<file path="src/rtl/bb3_pkg.sv">
// ----------------------------------------------------------------------------
// Box blur 3x3 package
// Pixel, window column and control types plus fixed constants of the blur.
// ----------------------------------------------------------------------------
package bb3_pkg;

    localparam int PIX_W     = 8;
    localparam int CFG_W     = 11;
    localparam int CFG_IDX_W = 1;
    localparam int CSUM_W    = 10;  // three pixels of one channel
    localparam int SUM_W     = 12;  // nine pixels of one channel

    // register indexes
    localparam logic [CFG_IDX_W-1:0] REG_FRAME_WIDTH  = 1'b0;
    localparam logic [CFG_IDX_W-1:0] REG_FRAME_HEIGHT = 1'b1;

    localparam int RST_WIDTH  = 640;
    localparam int RST_HEIGHT = 480;

    // divisor classes after the power-of-two prescale
    localparam logic [1:0] DIV1 = 2'd0;
    localparam logic [1:0] DIV3 = 2'd1;
    localparam logic [1:0] DIV9 = 2'd2;

    // floor(2^16 / d) reciprocals
    localparam int RECIP_SHIFT = 16;
    localparam logic [15:0] RECIP3 = 16'd21845;
    localparam logic [15:0] RECIP9 = 16'd7281;

    typedef struct packed {
        logic [PIX_W-1:0] r;
        logic [PIX_W-1:0] g;
        logic [PIX_W-1:0] b;
    } pix_t;

    // one window column, top row first
    typedef struct packed {
        pix_t top;
        pix_t mid;
        pix_t bot;
    } col_t;

    typedef struct packed {
        logic [CSUM_W-1:0] r;
        logic [CSUM_W-1:0] g;
        logic [CSUM_W-1:0] b;
    } csum_t;

    typedef struct packed {
        logic [SUM_W-1:0] r;
        logic [SUM_W-1:0] g;
        logic [SUM_W-1:0] b;
    } sum_t;

    // which neighbors lie inside the frame, and the end-of-frame mark
    typedef struct packed {
        logic top;
        logic bot;
        logic left;
        logic right;
        logic last;
    } nbr_t;

endpackage

</file>
<file path="src/rtl/bb3_col_cell.sv">
// ----------------------------------------------------------------------------
// Box blur window column cell
// Holds one column of the 3x3 window, passes it on at each shift and gives
// the per-channel sum of the rows that lie inside the frame.
// ----------------------------------------------------------------------------
module bb3_col_cell (
    input  logic          aclk,
    input  logic          shift,
    input  bb3_pkg::col_t col_in,
    input  bb3_pkg::nbr_t nbr,
    output bb3_pkg::col_t col_out,
    output bb3_pkg::csum_t sum_out
);
    import bb3_pkg::*;

    col_t col_reg;

    // column register, loaded from the neighbor on each shift
    always_ff @(posedge aclk) begin
        if (shift) begin
            col_reg <= col_in;
        end
    end

    assign col_out = col_reg;

    // masked column sum
    always_comb begin
        sum_out.r = CSUM_W'(col_reg.mid.r)
                  + (nbr.top ? CSUM_W'(col_reg.top.r) : '0)
                  + (nbr.bot ? CSUM_W'(col_reg.bot.r) : '0);
        sum_out.g = CSUM_W'(col_reg.mid.g)
                  + (nbr.top ? CSUM_W'(col_reg.top.g) : '0)
                  + (nbr.bot ? CSUM_W'(col_reg.bot.g) : '0);
        sum_out.b = CSUM_W'(col_reg.mid.b)
                  + (nbr.top ? CSUM_W'(col_reg.top.b) : '0)
                  + (nbr.bot ? CSUM_W'(col_reg.bot.b) : '0);
    end

endmodule

</file>
<file path="config.mk">
export PLATFORM = sky130hd
export DESIGN_NAME = bb3_col_cell
export DESIGN_NICKNAME = d
export VERILOG_FILES = /design/src/rtl/bb3_pkg.sv /design/src/rtl/bb3_col_cell.sv
export SDC_FILE = /design/constraint.sdc
export NUM_CORES = 1
export LEC_CHECK = 0
export ABC_AREA = 1
export CAP_MARGIN = 20
export CORE_ASPECT_RATIO = 1.75
export CORE_MARGIN = 4
export CORE_UTILIZATION = 60
export CTS_BUF_LIST = sky130_fd_sc_hd__clkbuf_8
export DETAILED_ROUTE_END_ITERATION = 8
export DONT_BUFFER_PORTS = 1
export PLACE_DENSITY = 0.85
export SYNTH_ARGS = -nofsm -noshare
export SYNTH_HDL_FRONTEND = slang
export SYNTH_SLANG_ARGS = --single-unit
</file>
<file path="constraint.sdc">
create_clock -name aclk -period 4.6 [get_ports aclk]
set_input_delay 0.92 -clock aclk [delete_from_list [all_inputs] [get_ports aclk]]
set_output_delay 0.92 -clock aclk [all_outputs]
set_load 0.01 [all_outputs]
</file>
==> flow_summary.toml, run 1 <==
[status]
status = "completed"

[critical_path]
arrival_ps = 2720
worst_setup_path_end_kind = "output port"
cp_cell_sequence = "nand2_1 > fa_1 > inv_1 > ha_1 > fa_1 > nand2_1 > nand2_1 > nand3b_1 > nand2_1 > nand2_1 > nand2_1"
cp_data_required_time_ps = 3680
cp-start-kind = "primary input"
cp_max_fo = 24
cpMostUsedCell = "nand2_1"
max_stage_delay_ps = 510
slowest_stage = "fa_1"
path_class = "primary input to output port"

[min_path]
min_from = "col_in[53]"
min_to = "col_out[53]"
hold_path.class = "primary input to flop"
holdPathStages = 0

[floorplan]
die_w_um = 70.4
die_height_um = 117
core_area_mm2 = 0.00659
rows = 39
dieArea_mm2 = 0.00825
start_util_pct = 62.1
io_pins = 181

[synthesis]
synthMuxAreaShare_pct = 0
synth_fp_nets = 507
yosys.area_share.simple_pct = 16.0
synth_cells = 380
yosysMostFrequentCell = "nand2_1"
ys_ff_latch = 72
yosys.area.top_type = "edfxtp_1"
synth_top_area_share_pct = 52.9
synth_adder_area_share_pct = 19.6
synth_commonest_cells = "nand2_1 (117), inv_1 (86), edfxtp_1 (72), fa_1 (27), ha_1 (21)"
synth_warnings = 0
seq_area_frac_synth_pct = 52.9
synth-compound-area-share_pct = 1.22
synth_edf_count = 72
syn_area_mm2 = 0.00409
synth.area.top_cells = "edfxtp_1 (53%), fa_1 (13%), nand2_1 (11%)"
synth_top_family_by_area = "adder cells"
synth_area_per_cell_um2 = 10.8
synth_ff_type = "edfxtp_1"
synthXorXnorAreaFrac_pct = 1.93
synthArstFlopShare_pct = 0
ys_types = 21

[global_route]
grtUsageTotal_pct = 21.7
gr-total-overflow = 0
grt_start_max_net_pins = 73
grt_pass1_wl_um = 13200
antenna_found_initial = 0
grt_pass1_vias = 2703

[routing]
dr_total_vias = 2588
wirelength_um = 8540
drt_iter0_drc = 106
wire_per_inst_um = 18.0
drtPass1Iterations = 4
ant_nets = 0
via_per_inst = 5.46
drc_errors = 0

[cells_and_area]
seq_area_mm2 = 0.00216
largest_register_ffs = 72
multi_input_area_mm2 = 0.00159
fin_nets = 514
drive_above_1_share_pct = 5.61
finalInstanceArea_mm2 = 0.00433
area_growth_pct = 5.81
diodes = 0
nFillCells = 495

[clocking]
cts_num_sinks = 72
cts_tree = "yes"
path_clk_slew_ps = 80
cts_hold_buf = 0
cts_htree_levels = 3
clock_path_buffers = 2
cts_resized = 0
clock-root-buffer = "clkbuf_8"
cts_setup_buffers = 0
cts_buffers = 9

[timing]
finalSetupTns_ps = 0
period_share_pct = 79.2
setup_violations = 0
fin_crit_ps = 3640
max_slew.worst_pin.slew_ps = 359
rsz0062_at_grt = "false"
slew-limit-headroom_pct = 75.9
fmax_mhz = 274
maxSlewViolCount = 0
hold_viol_final = 0

[place]
place_area_mm2 = 0.00417
port_buffers = 0
gp_congestion = 0.911
dp_hpwl_um = 6960

[power]
peakVddDrop_mv = 0.317
power_density_mw_per_mm2 = 397
p_leak_nw = 2.17

[flow_run]
drv_cap = 0
-- where the power goes --
part           switching, mW  internal (mW)
logic                  0.304          0.172
registers             0.0663          0.785
clock network          0.206          0.185
-- critical path, delay by kind of cell --
kind                       cells  cell delay [ps]
adders and majority gates      3             1150
buffers and inverters          1               40
and+or+nand+nor                7              600
-- metal layers --
metal,vias up,global-route usage (%),part of all wire (%)
met2,151,39.2,55
met1,1227,19.5,31
met4,0,10.1,2.4
li1,1193,-,-
met5,-,0,0
met3,17,11.6,12
-- logic make-up (layout without fill, tap and decap cells) --
family,count (synthesis),in the layout
simple gates,151,151
buf+inv,90,102
flops,72,72
fa+ha+maj,48,48
compound gates,10,10
xor+xnor,9,9
-- cells in the final DEF, fill, tap and decap left out --
cell      Yosys  routed
nand4_1       1       1
nand2_2       1       1
or2_4         2       2
nand2_1     117     117
nor2_2        1       1
nand3b_4      1       1
xor2_1        4       4
fa_1         27      27
or2_1         1       1
clkinv_1      0       1
xnor2_1       5       5
nand3_1      10      10
ha_1         21      21
inv_1        86      88
o21ai_0       2       2
clkbuf_8      0       9
clkinv_2      0       4
nand3b_1      2       2
a21oi_1       8       8
nand3_2       4       4
nor2_1        9       9
edfxtp_1     72      72
and2_1        2       2
-- layout make-up --
type | count | area share [%]
clock buffers | 9 | 2.86
clock inverters | 7 | 0.723
inverters | 86 | 7.46
multi-input cells | 218 | 36.6
flip-flops and latches | 72 | 50.0
well taps | 82 | 2.37
-- per-stage QoR --
| step | utilization [%] | hold slack (ps) | worst slack (ps) | std cells | total power [mW] |
|---|---|---|---|---|---|
| floorplan | - | 1020 | 975 | 380 | 1.24 |
| finish | 65.7 | 663 | 957 | 474 | 1.72 |
| global placement | 63.3 | 1020 | 1070 | 458 | 1.32 |
| global route | 65.7 | 627 | 852 | 474 | 1.84 |
| CTS | 65.7 | 641 | 966 | 474 | 1.74 |
| detailed placement | 63.3 | 1020 | 978 | 458 | 1.35 |
-- worst max path at each step --
stage	slack, ps	end	cells past startpoint	start
finish	960	sum_out[17]	11	nbr[4]
CTS	970	sum_out[17]	11	nbr[4]
global placement	1070	sum_out[17]	10	nbr[4]
global route	850	sum_out[17]	11	nbr[4]
floorplan	970	sum_out[17]	12	nbr[4]
detailed placement	980	sum_out[17]	11	nbr[4]
Note: power is estimated with default switching activity, not from simulation.
==> inputs of run 2 (changes only) <==
clock period = 3.7 ns   (was 4.6 ns; I/O delays follow)
==> run 2 against run 1 <==
Compared with the run above: critical path type is now flop to output port; clock power rose by 41%; critical path depth fell by 2; final area rose by 0.55%; via count fell by 2.1%; global-route usage fell by 0.31 points; largest cell class unchanged; first-iteration DRC count rose by 5.7%; largest power group unchanged.
==> flow_summary.toml, run 2 (same netlist as run 1, synthesis figures left out) <==
[clocking]
clock-root-buffer = "clkbuf_8"
cts_resized = 0
clock_path_buffers = 2
path_clk_slew_ps = 70
cts_num_sinks = 72
cts_setup_buffers = 0
cts_tree = "yes"
cts_buffers = 9
cts_htree_levels = 3
cts_hold_buf = 0

[critical_path]
path_class = "flop to output port"
worst_setup_path_end_kind = "output port"
cp_cell_sequence = "nand2_1 > inv_1 > fa_1 > ha_1 > inv_1 > fa_1 > nor2_1 > nor2_1 > xnor2_1"
cp_data_required_time_ps = 2960
cp-start-kind = "flop"
cp_max_fo = 3
arrival_ps = 2590
slowest_stage = "fa_1"
max_stage_delay_ps = 510

[routing]
wirelength_um = 8300
dr_total_vias = 2534
drtPass1Iterations = 4
drc_errors = 0
via_per_inst = 5.35
ant_nets = 0
drt_iter0_drc = 112
wire_per_inst_um = 17.5

[min_path]
min_to = "col_out[50]"
min_from = "col_in[50]"
holdPathStages = 0
hold_path.class = "primary input to flop"

[timing]
timing.hold.ws_ps = 498
fmax_mhz = 300
max_slew.worst_pin.slew_ps = 346
rsz0062_at_grt = "false"
setup_violations = 0
slew-limit-headroom_pct = 76.8
fin_crit_ps = 3330
finalSetupTns_ps = 0
hold_viol_final = 0
maxSlewViolCount = 0
period_share_pct = 90.1

[power]
p_leak_nw = 2.18
power_density_mw_per_mm2 = 505
finalPower_mw = 2.20
peakVddDrop_mv = 0.372

[cells_and_area]
final_common_cell = "nand2_1"
drive_above_1_share_pct = 5.36
finalInstanceArea_mm2 = 0.00435
largest_register_ffs = 72
diodes = 0
fin_nets = 514
area_growth_pct = 6.39
final_cell_mix = "nand2_1 (117), inv_1 (88), edfxtp_1 (72), fa_1 (27), ha_1 (21)"

[flow_run]
drv_cap = 0

[floorplan]
rows = 39
dieArea_mm2 = 0.00825
core_area_mm2 = 0.00659
die_height_um = 117
io_pins = 181
start_util_pct = 62.1
die_w_um = 70.4

[global_route]
gr-total-overflow = 0
antenna_found_initial = 0
grt_start_max_net_pins = 73
grtUsageTotal_pct = 21.3
grt_pass1_vias = 2713
grt_pass1_wl_um = 13000

[status]
status = "completed"

[place]
gp_congestion = 0.911
place_area_mm2 = 0.00417
port_buffers = 0
dp_hpwl_um = 6840
run 2: stage by stage:
step                      utilization (%)  instances  setup slack (ps)
after floorplan                         -        380               435
after global placement               63.3        458               529
after detailed placement             63.3        458               452
after CTS                            66.1        474               318
after global routing                 66.1        474               187
final                                66.1        474               366
run 2: critical path, delay by kind of cell, from the launching register on:
family / cells / cell delay [ps]
buffers and inverters: 2 / 110
XOR/XNOR: 1 / 300
AND/OR/NAND/NOR: 3 / 280
adder cells (fa/ha/maj): 3 / 1130
flip-flops: 1 / 440
run 2: worst max-delay path by stage:
stage | startpoint | to | slack [ps] | cells after the start
2_1_floorplan | nbr[4] | sum_out[17] | 430 | 12
3_3_place_gp | nbr[4] | sum_out[17] | 530 | 11
3_5_place_dp | nbr[4] | sum_out[5] | 450 | 9
4_1_cts | col_out[49] | sum_out[5] | 320 | 9
5_1_grt | col_out[49] | sum_out[5] | 190 | 9
6_report | col_out[49] | sum_out[5] | 370 | 9
run 2: layer usage:
| layer | track usage [%] | wire, µm | vias to the layer above |
|---|---|---|---|
| li1 | - | - | 1192 |
| met1 | 19.2 | 2540 | 1197 |
| met2 | 38.8 | 4700 | 133 |
| met3 | 9.66 | 932 | 12 |
| met4 | 12.3 | 131 | 0 |
| met5 | 0 | 0 | - |
run 2: cell type report:
cell class | instances | area, µm²
fill | 482 | 2240
sequential | 72 | 2160
multi-input combinational | 218 | 1590
inverter | 86 | 323
clock buffer | 9 | 124
tap | 82 | 103
clock inverter | 7 | 55.1
run 2: where the power goes:
| group | leakage (nW) | total, mW | switching [mW] | internal, mW |
|---|---|---|---|---|
| Sequential | 0.705 | 1.06 | 0.0824 | 0.975 |
| Combinational | 1.37 | 0.587 | 0.373 | 0.214 |
| Clock | 0.100 | 0.551 | 0.252 | 0.299 |
| Total | 2.18 | 2.20 | 0.708 | 1.49 |
