## src/rtl/bb3_pkg.sv

```systemverilog
// ----------------------------------------------------------------------------
// Box blur 3x3 package
// Pixel, window column and control types plus fixed constants of the blur.
// ----------------------------------------------------------------------------
package bb3_pkg;

    localparam int PIX_W     = 8;
    localparam int CFG_W     = 11;
    localparam int CFG_IDX_W = 1;
    localparam int CSUM_W    = 10;  // three pixels of one channel
    localparam int SUM_W     = 12;  // nine pixels of one channel

    // register indexes
    localparam logic [CFG_IDX_W-1:0] REG_FRAME_WIDTH  = 1'b0;
    localparam logic [CFG_IDX_W-1:0] REG_FRAME_HEIGHT = 1'b1;

    localparam int RST_WIDTH  = 640;
    localparam int RST_HEIGHT = 480;

    // divisor classes after the power-of-two prescale
    localparam logic [1:0] DIV1 = 2'd0;
    localparam logic [1:0] DIV3 = 2'd1;
    localparam logic [1:0] DIV9 = 2'd2;

    // floor(2^16 / d) reciprocals
    localparam int RECIP_SHIFT = 16;
    localparam logic [15:0] RECIP3 = 16'd21845;
    localparam logic [15:0] RECIP9 = 16'd7281;

    typedef struct packed {
        logic [PIX_W-1:0] r;
        logic [PIX_W-1:0] g;
        logic [PIX_W-1:0] b;
    } pix_t;

    // one window column, top row first
    typedef struct packed {
        pix_t top;
        pix_t mid;
        pix_t bot;
    } col_t;

    typedef struct packed {
        logic [CSUM_W-1:0] r;
        logic [CSUM_W-1:0] g;
        logic [CSUM_W-1:0] b;
    } csum_t;

    typedef struct packed {
        logic [SUM_W-1:0] r;
        logic [SUM_W-1:0] g;
        logic [SUM_W-1:0] b;
    } sum_t;

    // which neighbors lie inside the frame, and the end-of-frame mark
    typedef struct packed {
        logic top;
        logic bot;
        logic left;
        logic right;
        logic last;
    } nbr_t;

endpackage

```

## src/rtl/bb3_mean.sv

```systemverilog
// ----------------------------------------------------------------------------
// Box blur rounded mean
// Three-stage divide of the window sums by the neighbor count, rounding
// half up: prescale by a power of two, reciprocal multiply, then correct.
// ----------------------------------------------------------------------------
module bb3_mean (
    input  logic           aclk,
    input  logic           aresetn,
    input  logic           en,
    input  logic           in_vld,
    input  bb3_pkg::sum_t  in_sum,
    input  bb3_pkg::nbr_t  in_nbr,
    output logic           out_vld,
    output bb3_pkg::pix_t  out_pix,
    output logic           out_last
);
    import bb3_pkg::*;

    localparam int X_W    = SUM_W + 1;
    localparam int PROD_W = SUM_W + RECIP_SHIFT;

    logic [1:0]       rows;
    logic [1:0]       cols;
    logic [3:0]       cnt;
    logic [1:0]       sh;
    logic [1:0]       code;
    logic [SUM_W-1:0] s_in [3];
    logic [X_W-1:0]   x    [3];
    logic [SUM_W-1:0] y    [3];

    logic             a_vld_reg;
    logic             a_last_reg;
    logic [1:0]       a_code_reg;
    logic [SUM_W-1:0] a_y_reg [3];

    logic [15:0]       recip;
    logic [PROD_W-1:0] prod [3];

    logic             b_vld_reg;
    logic             b_last_reg;
    logic [1:0]       b_code_reg;
    logic [SUM_W-1:0] b_y_reg  [3];
    logic [SUM_W-1:0] b_q0_reg [3];

    logic [SUM_W+3:0] q0d  [3];
    logic [SUM_W+3:0] rem  [3];
    logic [SUM_W+3:0] dval;
    logic [SUM_W-1:0] q    [3];

    // stage A: count, 2*s + n, power-of-two prescale
    always_comb begin
        rows = 2'd1 + {1'b0, in_nbr.top} + {1'b0, in_nbr.bot};
        cols = 2'd1 + {1'b0, in_nbr.left} + {1'b0, in_nbr.right};
        cnt  = {2'b00, rows} * {2'b00, cols};
        case (cnt)
            4'd1:    begin sh = 2'd1; code = DIV1; end
            4'd2:    begin sh = 2'd2; code = DIV1; end
            4'd4:    begin sh = 2'd3; code = DIV1; end
            4'd3:    begin sh = 2'd1; code = DIV3; end
            4'd6:    begin sh = 2'd2; code = DIV3; end
            4'd9:    begin sh = 2'd1; code = DIV9; end
            default: begin sh = 2'd1; code = DIV1; end
        endcase
        s_in[0] = in_sum.r;
        s_in[1] = in_sum.g;
        s_in[2] = in_sum.b;
        for (int ch = 0; ch < 3; ch++) begin
            x[ch] = {s_in[ch], 1'b0} + X_W'(cnt);
            y[ch] = SUM_W'(x[ch] >> sh);
        end
    end

    always_ff @(posedge aclk) begin
        if (!aresetn) begin
            a_vld_reg <= 1'b0;
        end else if (en) begin
            a_vld_reg <= in_vld;
        end
    end

    always_ff @(posedge aclk) begin
        if (en && in_vld) begin
            a_last_reg <= in_nbr.last;
            a_code_reg <= code;
            for (int ch = 0; ch < 3; ch++) begin
                a_y_reg[ch] <= y[ch];
            end
        end
    end

    // stage B: reciprocal multiply, estimate low by at most one
    always_comb begin
        case (a_code_reg)
            DIV3:    recip = RECIP3;
            DIV9:    recip = RECIP9;
            default: recip = '0;
        endcase
        for (int ch = 0; ch < 3; ch++) begin
            prod[ch] = PROD_W'(a_y_reg[ch]) * PROD_W'(recip);
        end
    end

    always_ff @(posedge aclk) begin
        if (!aresetn) begin
            b_vld_reg <= 1'b0;
        end else if (en) begin
            b_vld_reg <= a_vld_reg;
        end
    end

    always_ff @(posedge aclk) begin
        if (en && a_vld_reg) begin
            b_last_reg <= a_last_reg;
            b_code_reg <= a_code_reg;
            for (int ch = 0; ch < 3; ch++) begin
                b_y_reg[ch] <= a_y_reg[ch];
                if (a_code_reg == DIV1) begin
                    b_q0_reg[ch] <= a_y_reg[ch];
                end else begin
                    b_q0_reg[ch] <= prod[ch][PROD_W-1:RECIP_SHIFT];
                end
            end
        end
    end

    // stage C: remainder check and bump
    always_comb begin
        case (b_code_reg)
            DIV3:    dval = (SUM_W+4)'(3);
            DIV9:    dval = (SUM_W+4)'(9);
            default: dval = (SUM_W+4)'(1);
        endcase
        for (int ch = 0; ch < 3; ch++) begin
            case (b_code_reg)
                DIV3:    q0d[ch] = ((SUM_W+4)'(b_q0_reg[ch]) << 1) + (SUM_W+4)'(b_q0_reg[ch]);
                DIV9:    q0d[ch] = ((SUM_W+4)'(b_q0_reg[ch]) << 3) + (SUM_W+4)'(b_q0_reg[ch]);
                default: q0d[ch] = (SUM_W+4)'(b_q0_reg[ch]);
            endcase
            rem[ch] = (SUM_W+4)'(b_y_reg[ch]) - q0d[ch];
            q[ch]   = (rem[ch] >= dval) ? b_q0_reg[ch] + SUM_W'(1) : b_q0_reg[ch];
        end
    end

    assign out_vld   = b_vld_reg;
    assign out_last  = b_last_reg;
    assign out_pix.r = PIX_W'(q[0]);
    assign out_pix.g = PIX_W'(q[1]);
    assign out_pix.b = PIX_W'(q[2]);

endmodule

```

## config.mk

```make
export PLATFORM = sky130hd
export DESIGN_NAME = bb3_mean
export DESIGN_NICKNAME = d
export VERILOG_FILES = /design/src/rtl/bb3_pkg.sv /design/src/rtl/bb3_mean.sv
export SDC_FILE = /design/constraint.sdc
export NUM_CORES = 1
export LEC_CHECK = 0
export ABC_AREA = 1
export BUFFER_PORTS_ARGS = -buffer_cell sky130_fd_sc_hd__clkbuf_2
export CAP_MARGIN = 0
export CORE_MARGIN = 4
export CORE_UTILIZATION = 65
export DETAILED_ROUTE_END_ITERATION = 12
export PLACE_DENSITY = 0.83
export SYNTH_ARGS = -nofsm -noshare
export SYNTH_HDL_FRONTEND = slang
export SYNTH_SLANG_ARGS = --single-unit
```

## constraint.sdc

```tcl
create_clock -name aclk -period 8.2 [get_ports aclk]
set_input_delay 0.41 -clock aclk [delete_from_list [all_inputs] [get_ports aclk]]
set_output_delay 0.41 -clock aclk [all_outputs]
set_load 0.02 [all_outputs]
```

==> qor.yml, run 1 <==
place:
  pre_cts_ws_ns: 1.64
  dp_hpwl_mm: 50.7
  portBuffers: 70
  gp_congestion: 0.972
power:
  leakage_uw: 0.0136
  ir_drop_mv: 0.210
  power.density_nw_per_um2: 253
synth:
  synthCells: 3112
  post-synth-top-count-cell: "inv_1"
  yosys-top-cells-area: "ha_1, fa_1, edfxtp_1"
  async_flop_share: 0
  netlist.area_leader.share: 0.203
  synth.distinct_cells: 53
  yosysWarnings: 0
  synth_seq_cells: 116
  yosysTopAreaCell: "ha_1"
  seq_area_frac_synth: 0.151
  synth_edf_count: 114
  synth_commonest_cells: "inv_1, nand2_1, ha_1"
  syn_nets: 3721
  ys.flop_type: "edfxtp_1"
  syn_area_per_cell_um2: 7.38
  netlist_area_um2: 23000
critical_path:
  arrival_ns: 6.79
  critPathMaxStageDelay_ns: 1.16
  crit_family: "adder cells"
  path_buf_inv: 5
  crit_end: "b_q0_reg[2][11]"
  crit_required_ns: 8.37
  crit_start: "a_code_reg[0]"
  critical_path.max_fanout: 36
  path_cells: "inv_1 -> ha_1 -> nand2_1 -> fa_1 -> inv_1 -> fa_1 -> fa_1 -> fa_1 -> inv_1 -> fa_1 -> inv_1 -> ha_1 -> a21oi_1 -> o21ai_0 -> a21oi_1 -> inv_1 -> a21oi_1 -> o21ai_0 -> or2_2 -> nand3_1 -> nand2_1"
  reg2reg_from: "a_code_reg[0]"
  crit_path_top_delay_cell: "ha_1"
  cp_num_cells: 21
  worstSetupPathType: "reg2reg"
  r2r_cells: 21
  r2r-end: "b_q0_reg[2][11]"
  startpoint_type: "flip-flop"
  crit_path_end_kind: "flip-flop"
  r2r_slack_ns: 1.58
route:
  drc_errors: 0
  drt_iter0_drc: 1335
  vias: 20201
  avgViaCountPerCell: 5.56
  ant_nets: 0
  post_drt_wl_per_cell_um: 16.3
  dr.pass1.iters: 6
  routed_wl_mm: 59.3
final_layout:
  drive_gt1_frac: 0.0541
  nNetsFinal: 3774
  area_growth_pct: 5.99
  nFillCells: 2936
  diodes: 0
clock_network:
  cts.sinks: 116
  cts_setup_buffers: 0
  post_cts_resized: 0
  clk_pin_slew_ns: 0.06
  clockBufferDepth: 2
  cts_buffers: 17
  root_buffer: "clkbuf_16"
  holdBufCountCts: 0
  htree_levels: 4
  cts_tree: "yes"
  clock_latency_ns: 0.43
global_route:
  grt_max_degree: 76
  grtUsageTotal: 0.313
  grt-ovfl-total: 0
  first_global_vias: 20155
  grt_first_pass_wirelength_mm: 98.9
  antenna_found_initial: 0
die:
  start_util: 0.661
  die_area_um2: 38400
  num_io_pins: 71
  die_w_um: 196
  core_area_um2: 34700
  rows: 68
  die_h_um: 196
sta:
  tns_ns: 0
  finalCritPeriodShare: 0.807
  maxSlewHeadroom: 0.135
  fin_skew_ns: 0.00884
  tightestPinTransition_ns: 1.30
  setup-violations-final: 0
  finalWorstSetupSlack_ns: 1.58
  hold_viol_final: 0
  clock.fmax_mhz: 151
  finalMaxSlewViolations: 0
  rsz0062_at_grt: "no"
  fin_crit_ns: 6.62
outcome:
  status: "finished, final reports clean"
min_path:
  hold_path.class: "in2reg"
job:
  cap_viol_max_count: 0
stage by stage:
stage / hold WS (ns) / cell area (um^2) / total power (uW) / utilization / std cells
after floorplan: 0.400 / 23000 / 4210 / - / 3112
after global placement: 0.443 / 23800 / 5230 / 0.684 / 3601
after detailed placement: 0.452 / 23800 / 5340 / 0.684 / 3601
after CTS: 0.183 / 24300 / 6130 / 0.701 / 3632
after global routing: 0.184 / 24300 / 6930 / 0.701 / 3632
final: 0.183 / 24300 / 6160 / 0.701 / 3632
layer usage:
metal  vias to the layer above  GRT usage  routed length (um)
met5                         -          0                   0
met3                        94     0.0428                4530
met1                      9343      0.442               26500
met2                       711      0.519               27100
li1                      10053          -                   -
met4                         0     0.0688                1220
where the power goes:
| part | switching, uW | internal (uW) |
|---|---|---|
| clock network | 270 | 472 |
| registers | 90.3 | 735 |
| logic | 2890 | 1700 |
how the worst min path moves through the flow:
stage / startpoint / slack [ns] / end / cells after the start
finish: in_nbr[0] / 0.18 / a_last_reg / 1
floorplan: a_last_reg / 0.40 / out_last / 0
detailed placement: a_last_reg / 0.45 / out_last / 0
global route: in_nbr[0] / 0.18 / a_last_reg / 1
CTS: in_nbr[0] / 0.18 / a_last_reg / 1
global placement: a_vld_reg / 0.44 / a_vld_reg / 2
cell type report:
cell class	instances	area (um^2)	area share
flip-flops and latches	116	3460	0.142
clock inverters	11	136	0.00561
multi-input cells	2229	16600	0.682
clock buffers	20	437	0.0179
inverters	721	2710	0.111
repair buffers	80	425	0.0175
well taps	455	569	0.0234
cell usage in the layout (no fill, tap or decap), types with 6 or more instances in the layout:
master,count
nand2_1,678
nand3_2,7
o21a_1,13
nand3_1,157
nand2_2,10
mux2i_1,9
clkinv_2,6
edfxtp_1,114
o22ai_1,7
nand3b_1,15
inv_2,7
nand4_1,36
buf_4,10
nor2_2,8
xor2_1,55
or2_2,20
a21o_1,7
a21oi_1,177
ha_1,372
o21bai_1,12
nor2_1,157
inv_1,712
fa_1,192
o21ai_0,171
clkbuf_16,17
nor3_1,21
a31oi_1,20
xnor2_1,27
o211ai_1,16
clkbuf_2,70
logic make-up after synthesis:
kind of cell,synth area share
AND/OR/NAND/NOR,0.207
buffers and inverters,0.127
adder cells (fa/ha/maj),0.370
AO/OA/AOI/OAI,0.110
flip-flops,0.151
XOR/XNOR,0.0313
multiplexers,0.00392
No activity file was read; power rests on OpenSTA's default activity.
==> run 2, diff against run 1 <==
- CORE_UTILIZATION: 65 -> 60
- PLACE_DENSITY: 0.83 -> 0.8
- clock period: 8.2 -> 5.7 ns (I/O delays scaled with it)
==> run 2 against run 1 <==
Clock-buffer cell count shrank 2. Final cell count increased by 2.5%. Combinational power is 68% higher. Highest routed layer unchanged.
==> qor.yml, run 2 (synthesized netlist as in run 1, its figures left out) <==
outcome:
  status: "finished, final reports clean"
die:
  num_io_pins: 71
  start_util: 0.609
  die_h_um: 204
  rows: 71
  core_area_um2: 37700
  die_w_um: 204
  die_area_um2: 41400
power:
  p_total_uw: 10000
  power_frac_clock: 0.111
  ir_drop_mv: 0.349
  power.share.switching: 0.520
  cellInternalPower_uw: 4810
  switchingPower_uw: 5210
  power_frac_seq: 0.118
  leakage_uw: 0.0138
  power_frac_comb: 0.771
  power.density_nw_per_um2: 397
global_route:
  grtUsageTotal: 0.290
  antenna_found_initial: 0
  grt_first_pass_wirelength_mm: 98.1
  first_global_vias: 20028
  grt-ovfl-total: 0
  grt_max_degree: 76
clock_network:
  root_buffer: "clkbuf_16"
  cts_buffers: 17
  clk_pin_slew_ns: 0.06
  cts.sinks: 116
  clockBufferDepth: 2
  holdBufCountCts: 0
  htree_levels: 4
  clock_latency_ns: 0.44
  cts_tree: "yes"
place:
  pre_cts_ws_ns: -0.0503
  portBuffers: 70
  gp_congestion: 0.972
  dp_hpwl_mm: 50.6
final_layout:
  final_common_cell: "inv_1"
  regArea_um2: 3460
  nNetsFinal: 3809
  area_growth_pct: 9.98
  nFillCells: 3224
  drive_gt1_frac: 0.0937
  multi_input_area_um2: 17100
  fin_util: 0.670
  final_cell_mix: "inv_1, nand2_1, ha_1"
  diodes: 0
critical_path:
  arrival_ns: 5.85
  worstSetupPathType: "reg2reg"
  crit_required_ns: 5.88
  startpoint_type: "flip-flop"
  critical_path.max_fanout: 9
  crit_path_end_kind: "flip-flop"
route:
  drt_iter0_drc: 1374
  ant_nets: 0
  routed_wl_mm: 61.2
  drc_errors: 0
  vias: 20481
  dr.pass1.iters: 5
  avgViaCountPerCell: 5.50
  post_drt_wl_per_cell_um: 16.4
sta:
  finalWorstSetupSlack_ns: 0.0345
  tightestPinTransition_ns: 1.03
  whs_ns: 0.0393
  fin_skew_ns: 0.0155
  rsz0062_at_grt: "yes"
  finalMaxSlewViolations: 0
  clock.fmax_mhz: 177
  maxSlewHeadroom: 0.312
  hold_viol_final: 0
  fin_crit_ns: 5.67
  finalCritPeriodShare: 0.994
  tns_ns: 0
  setup-violations-final: 0
job:
  cap_viol_max_count: 0
min_path:
  hold_path.class: "in2reg"
## run 2: changes by cell type in the layout (fill, tap and decap cells not counted), sizes merged
| cell | change |
|---|---|
| clkbuf | +1 |
| inv | +1 |
| clkinvlp | +2 |
| buf | +32 |
## run 2: stage by stage
stage	area, um^2	instances
2_1_floorplan	23000	3112
3_5_place_dp	24000	3680
3_3_place_gp	24000	3680
5_1_grt	25200	3724
6_report	25200	3724
4_1_cts	24600	3712
## run 2: area by class of cell
cell class,instances,share of cell area
clock inverter,14,0.00639
inverter,721,0.107
tap,511,0.0253
timing repair buffer,115,0.0308
sequential,116,0.137
multi-input combinational,2229,0.676
clock buffer,18,0.0170
## run 2: worst paths after layout
kind | startpoint | end | slack [ns] | cells after the start
worst min-delay path | in_nbr[0] | a_last_reg | 0.04 | 1
worst min register to register | a_vld_reg | a_vld_reg | 0.46 | 2
worst max-delay path | a_code_reg[1] | b_q0_reg[2][3] | 0.03 | 20
worst max register to register | a_code_reg[1] | b_q0_reg[2][3] | 0.03 | 20
## run 2: timing repair
action,in CTS,in global routing
pin swaps,0,19
setup buffers,0,9
gates cloned,0,3
resized for setup,1,112
setup endpoints to repair,2,39
## run 2: routing by layer
metal	vias to the layer above	track usage	share of wire	wire [um]
met5	-	0	0	0
met4	0	0.0788	0.027	1680
met3	113	0.0544	0.075	4590
met2	693	0.481	0.46	28300
met1	9547	0.394	0.44	26700
li1	10128	-	-	-
## run 2: worst max-delay path: stages (launching register included)
cell       delay (ns)
edfxtp_1         0.42
inv_2            0.08
ha_4             0.33
clkbuf_16        0.18
nand2_1          0.10
fa_2             0.58
inv_1            0.05
fa_2             0.58
fa_2             0.45
fa_1             0.55
inv_1            0.06
fa_1             0.54
inv_1            0.07
ha_4             0.30
nand2_2          0.09
nor4_2           0.36
a21oi_4          0.12
buf_4            0.15
or2_2            0.27
nand3_1          0.08
nand2_1          0.06
## run 2: power groups by stage
| stage | Combinational, uW | Clock [uW] | Sequential, uW |
|---|---|---|---|
| after floorplan | 4930 | 0 | 1120 |
| final | 7730 | 1110 | 1190 |
| after global placement | 6400 | 0 | 1190 |
| after detailed placement | 6520 | 0 | 1200 |
| after CTS | 6620 | 1110 | 1180 |
| after global routing | 8710 | 1150 | 1190 |
==> run 3, diff against run 2 <==
--- a/config.mk
+++ b/config.mk
@@ -11,5 +11,6 @@
 export CORE_MARGIN = 4
-export CORE_UTILIZATION = 60
+export CORE_UTILIZATION = 65
 export DETAILED_ROUTE_END_ITERATION = 12
-export PLACE_DENSITY = 0.8
+export PLACE_DENSITY = 0.83
+export SETUP_SLACK_MARGIN = 0.5
 export SYNTH_ARGS = -nofsm -noshare
==> constraint.sdc (replaced) <==
create_clock -name aclk -period 6.9 [get_ports aclk]
set_input_delay 0.345 -clock aclk [delete_from_list [all_inputs] [get_ports aclk]]
set_output_delay 0.345 -clock aclk [all_outputs]
set_load 0.01 [all_outputs]
==> run 3 against run 2 <==
Sequential share of layout area grew 0.51 points. Combinational power shrank 30%. Non-clock buffer count shrank 31. Worst setup slack gained 0.84 ns. Total power shrank 28%. Via count shrank 0.82%. Final area shrank 3.6%. Core utilization grew 3.1 points. Sequential power shrank 17%. Largest power group unchanged. Highest routed layer unchanged.
==> qor.yml, run 3 (synthesized netlist as in run 1, its figures left out) <==
critical_path:
  crit_path_end_kind: "flip-flop"
  worstSetupPathType: "reg2reg"
  startpoint_type: "flip-flop"
  critical_path.max_fanout: 27
  crit_required_ns: 7.07
  arrival_ns: 6.20
  r2r_cells: 22
route:
  routed_wl_mm: 60.0
  vias: 20314
  ant_nets: 0
  post_drt_wl_per_cell_um: 16.5
  drt_iter0_drc: 1338
  avgViaCountPerCell: 5.59
  drc_errors: 0
  dr.pass1.iters: 6
place:
  gp_congestion: 0.986
  dp_hpwl_mm: 51.1
  portBuffers: 70
sta:
  clock.fmax_mhz: 166
  hold_viol_final: 0
  tns_ns: 0
  fin_crit_ns: 6.03
  maxSlewHeadroom: 0.273
  rsz0062_at_grt: "no"
  finalMaxSlewViolations: 0
  finalCritPeriodShare: 0.874
  tightestPinTransition_ns: 1.08
  setup-violations-final: 0
  fin_skew_ns: 0.00976
die:
  num_io_pins: 71
  rows: 68
  die_area_um2: 38400
  die_h_um: 196
  start_util: 0.661
  core_area_um2: 34700
  die_w_um: 196
clock_network:
  root_buffer: "clkbuf_16"
  clock_latency_ns: 0.43
  clk_pin_slew_ns: 0.06
  holdBufCountCts: 0
  cts_tree: "yes"
  htree_levels: 4
  cts_buffers: 17
  clockBufferDepth: 2
  cts.sinks: 116
global_route:
  grtUsageTotal: 0.316
  antenna_found_initial: 0
  grt-ovfl-total: 0
  grt_max_degree: 76
  grt_first_pass_wirelength_mm: 99.1
  first_global_vias: 20104
min_path:
  hold_path.class: "in2reg"
  min_path_cells: 1
power:
  ir_drop_mv: 0.259
  power.density_nw_per_um2: 296
  leakage_uw: 0.0136
final_layout:
  area_growth_pct: 6.05
  nNetsFinal: 3778
  final_cell_mix: "inv_1, nand2_1, ha_1"
  nFillCells: 2867
  fin_util: 0.701
  drive_gt1_frac: 0.0566
  diodes: 0
  final_common_cell: "inv_1"
job:
  cap_viol_max_count: 0
outcome:
  status: "finished, final reports clean"
==> run 3: changes by cell type in the layout (fill, tap and decap cells not counted), sizes merged <==
cell,change
buf,-28
clkinvlp,+1
clkinv,+1
bufinv,-2
clkbuf,-4
==> run 3: final cells by class <==
type                       instances  area (um^2)  area share
clock inverter                    14          115     0.00473
tap                              455          569      0.0234
multi-input combinational       2229        16600       0.682
sequential                       116         3460       0.142
inverter                         721         2710       0.111
clock buffer                      17          425      0.0175
timing repair buffer              84          468      0.0192
==> run 3: through the flow <==
stage          hold WS (ns)  std cells  power [uW]  area [um^2]  worst slack, ns
6_report              0.112       3636        7210        24300            0.872
5_1_grt               0.112       3636        8100        24300            0.525
4_1_cts               0.113       3636        7180        24300            0.676
3_5_place_dp          0.447       3605        6300        23800            0.713
3_3_place_gp          0.443       3605        6210        23800            0.775
2_1_floorplan         0.400       3112        5000        23000             1.23
==> run 3: path summary, 6_finish.rpt <==
path	slack (ns)	to	from
max	0.87	b_q0_reg[2][11]	a_code_reg[0]
min	0.11	a_last_reg	in_nbr[0]
max reg2reg	0.87	b_q0_reg[2][11]	a_code_reg[0]
min reg2reg	0.46	a_vld_reg	a_vld_reg
==> run 3: what timing repair did <==
item / in CTS / in global routing
endpoints found under the setup margin: 0 / 14
buffers inserted: 0 / 0
gates resized for setup: 0 / 2
endpoints found under the hold margin: 0 / 0
==> run 3: per-layer routing <==
layer,up-vias,global-route usage,share of wire
met5,-,0,0
met4,0,0.0809,0.024
met3,95,0.0529,0.081
met2,721,0.517,0.45
met1,9427,0.439,0.44
li1,10071,-,-
==> run 3: worst max-delay path: stages, from the launching register on <==
cell and delay (ns):
edfxtp_1 0.42, inv_1 0.12, ha_1 0.46, buf_12 0.25, nand2_1 0.10, fa_1 0.48, fa_1 0.55, inv_1 0.06
fa_1 0.48, fa_1 0.55, inv_1 0.06, fa_1 0.54, inv_1 0.04, ha_1 0.37, a21oi_1 0.19, o21ai_0 0.09
a21oi_1 0.12, inv_1 0.05, a21oi_1 0.28, o21ai_0 0.15, or2_2 0.29, nand3_1 0.07, nand2_1 0.06
==> run 3: power by group <==
part | switching, uW | internal [uW]
registers | 113 | 873
clock network | 347 | 488
logic | 3390 | 2010
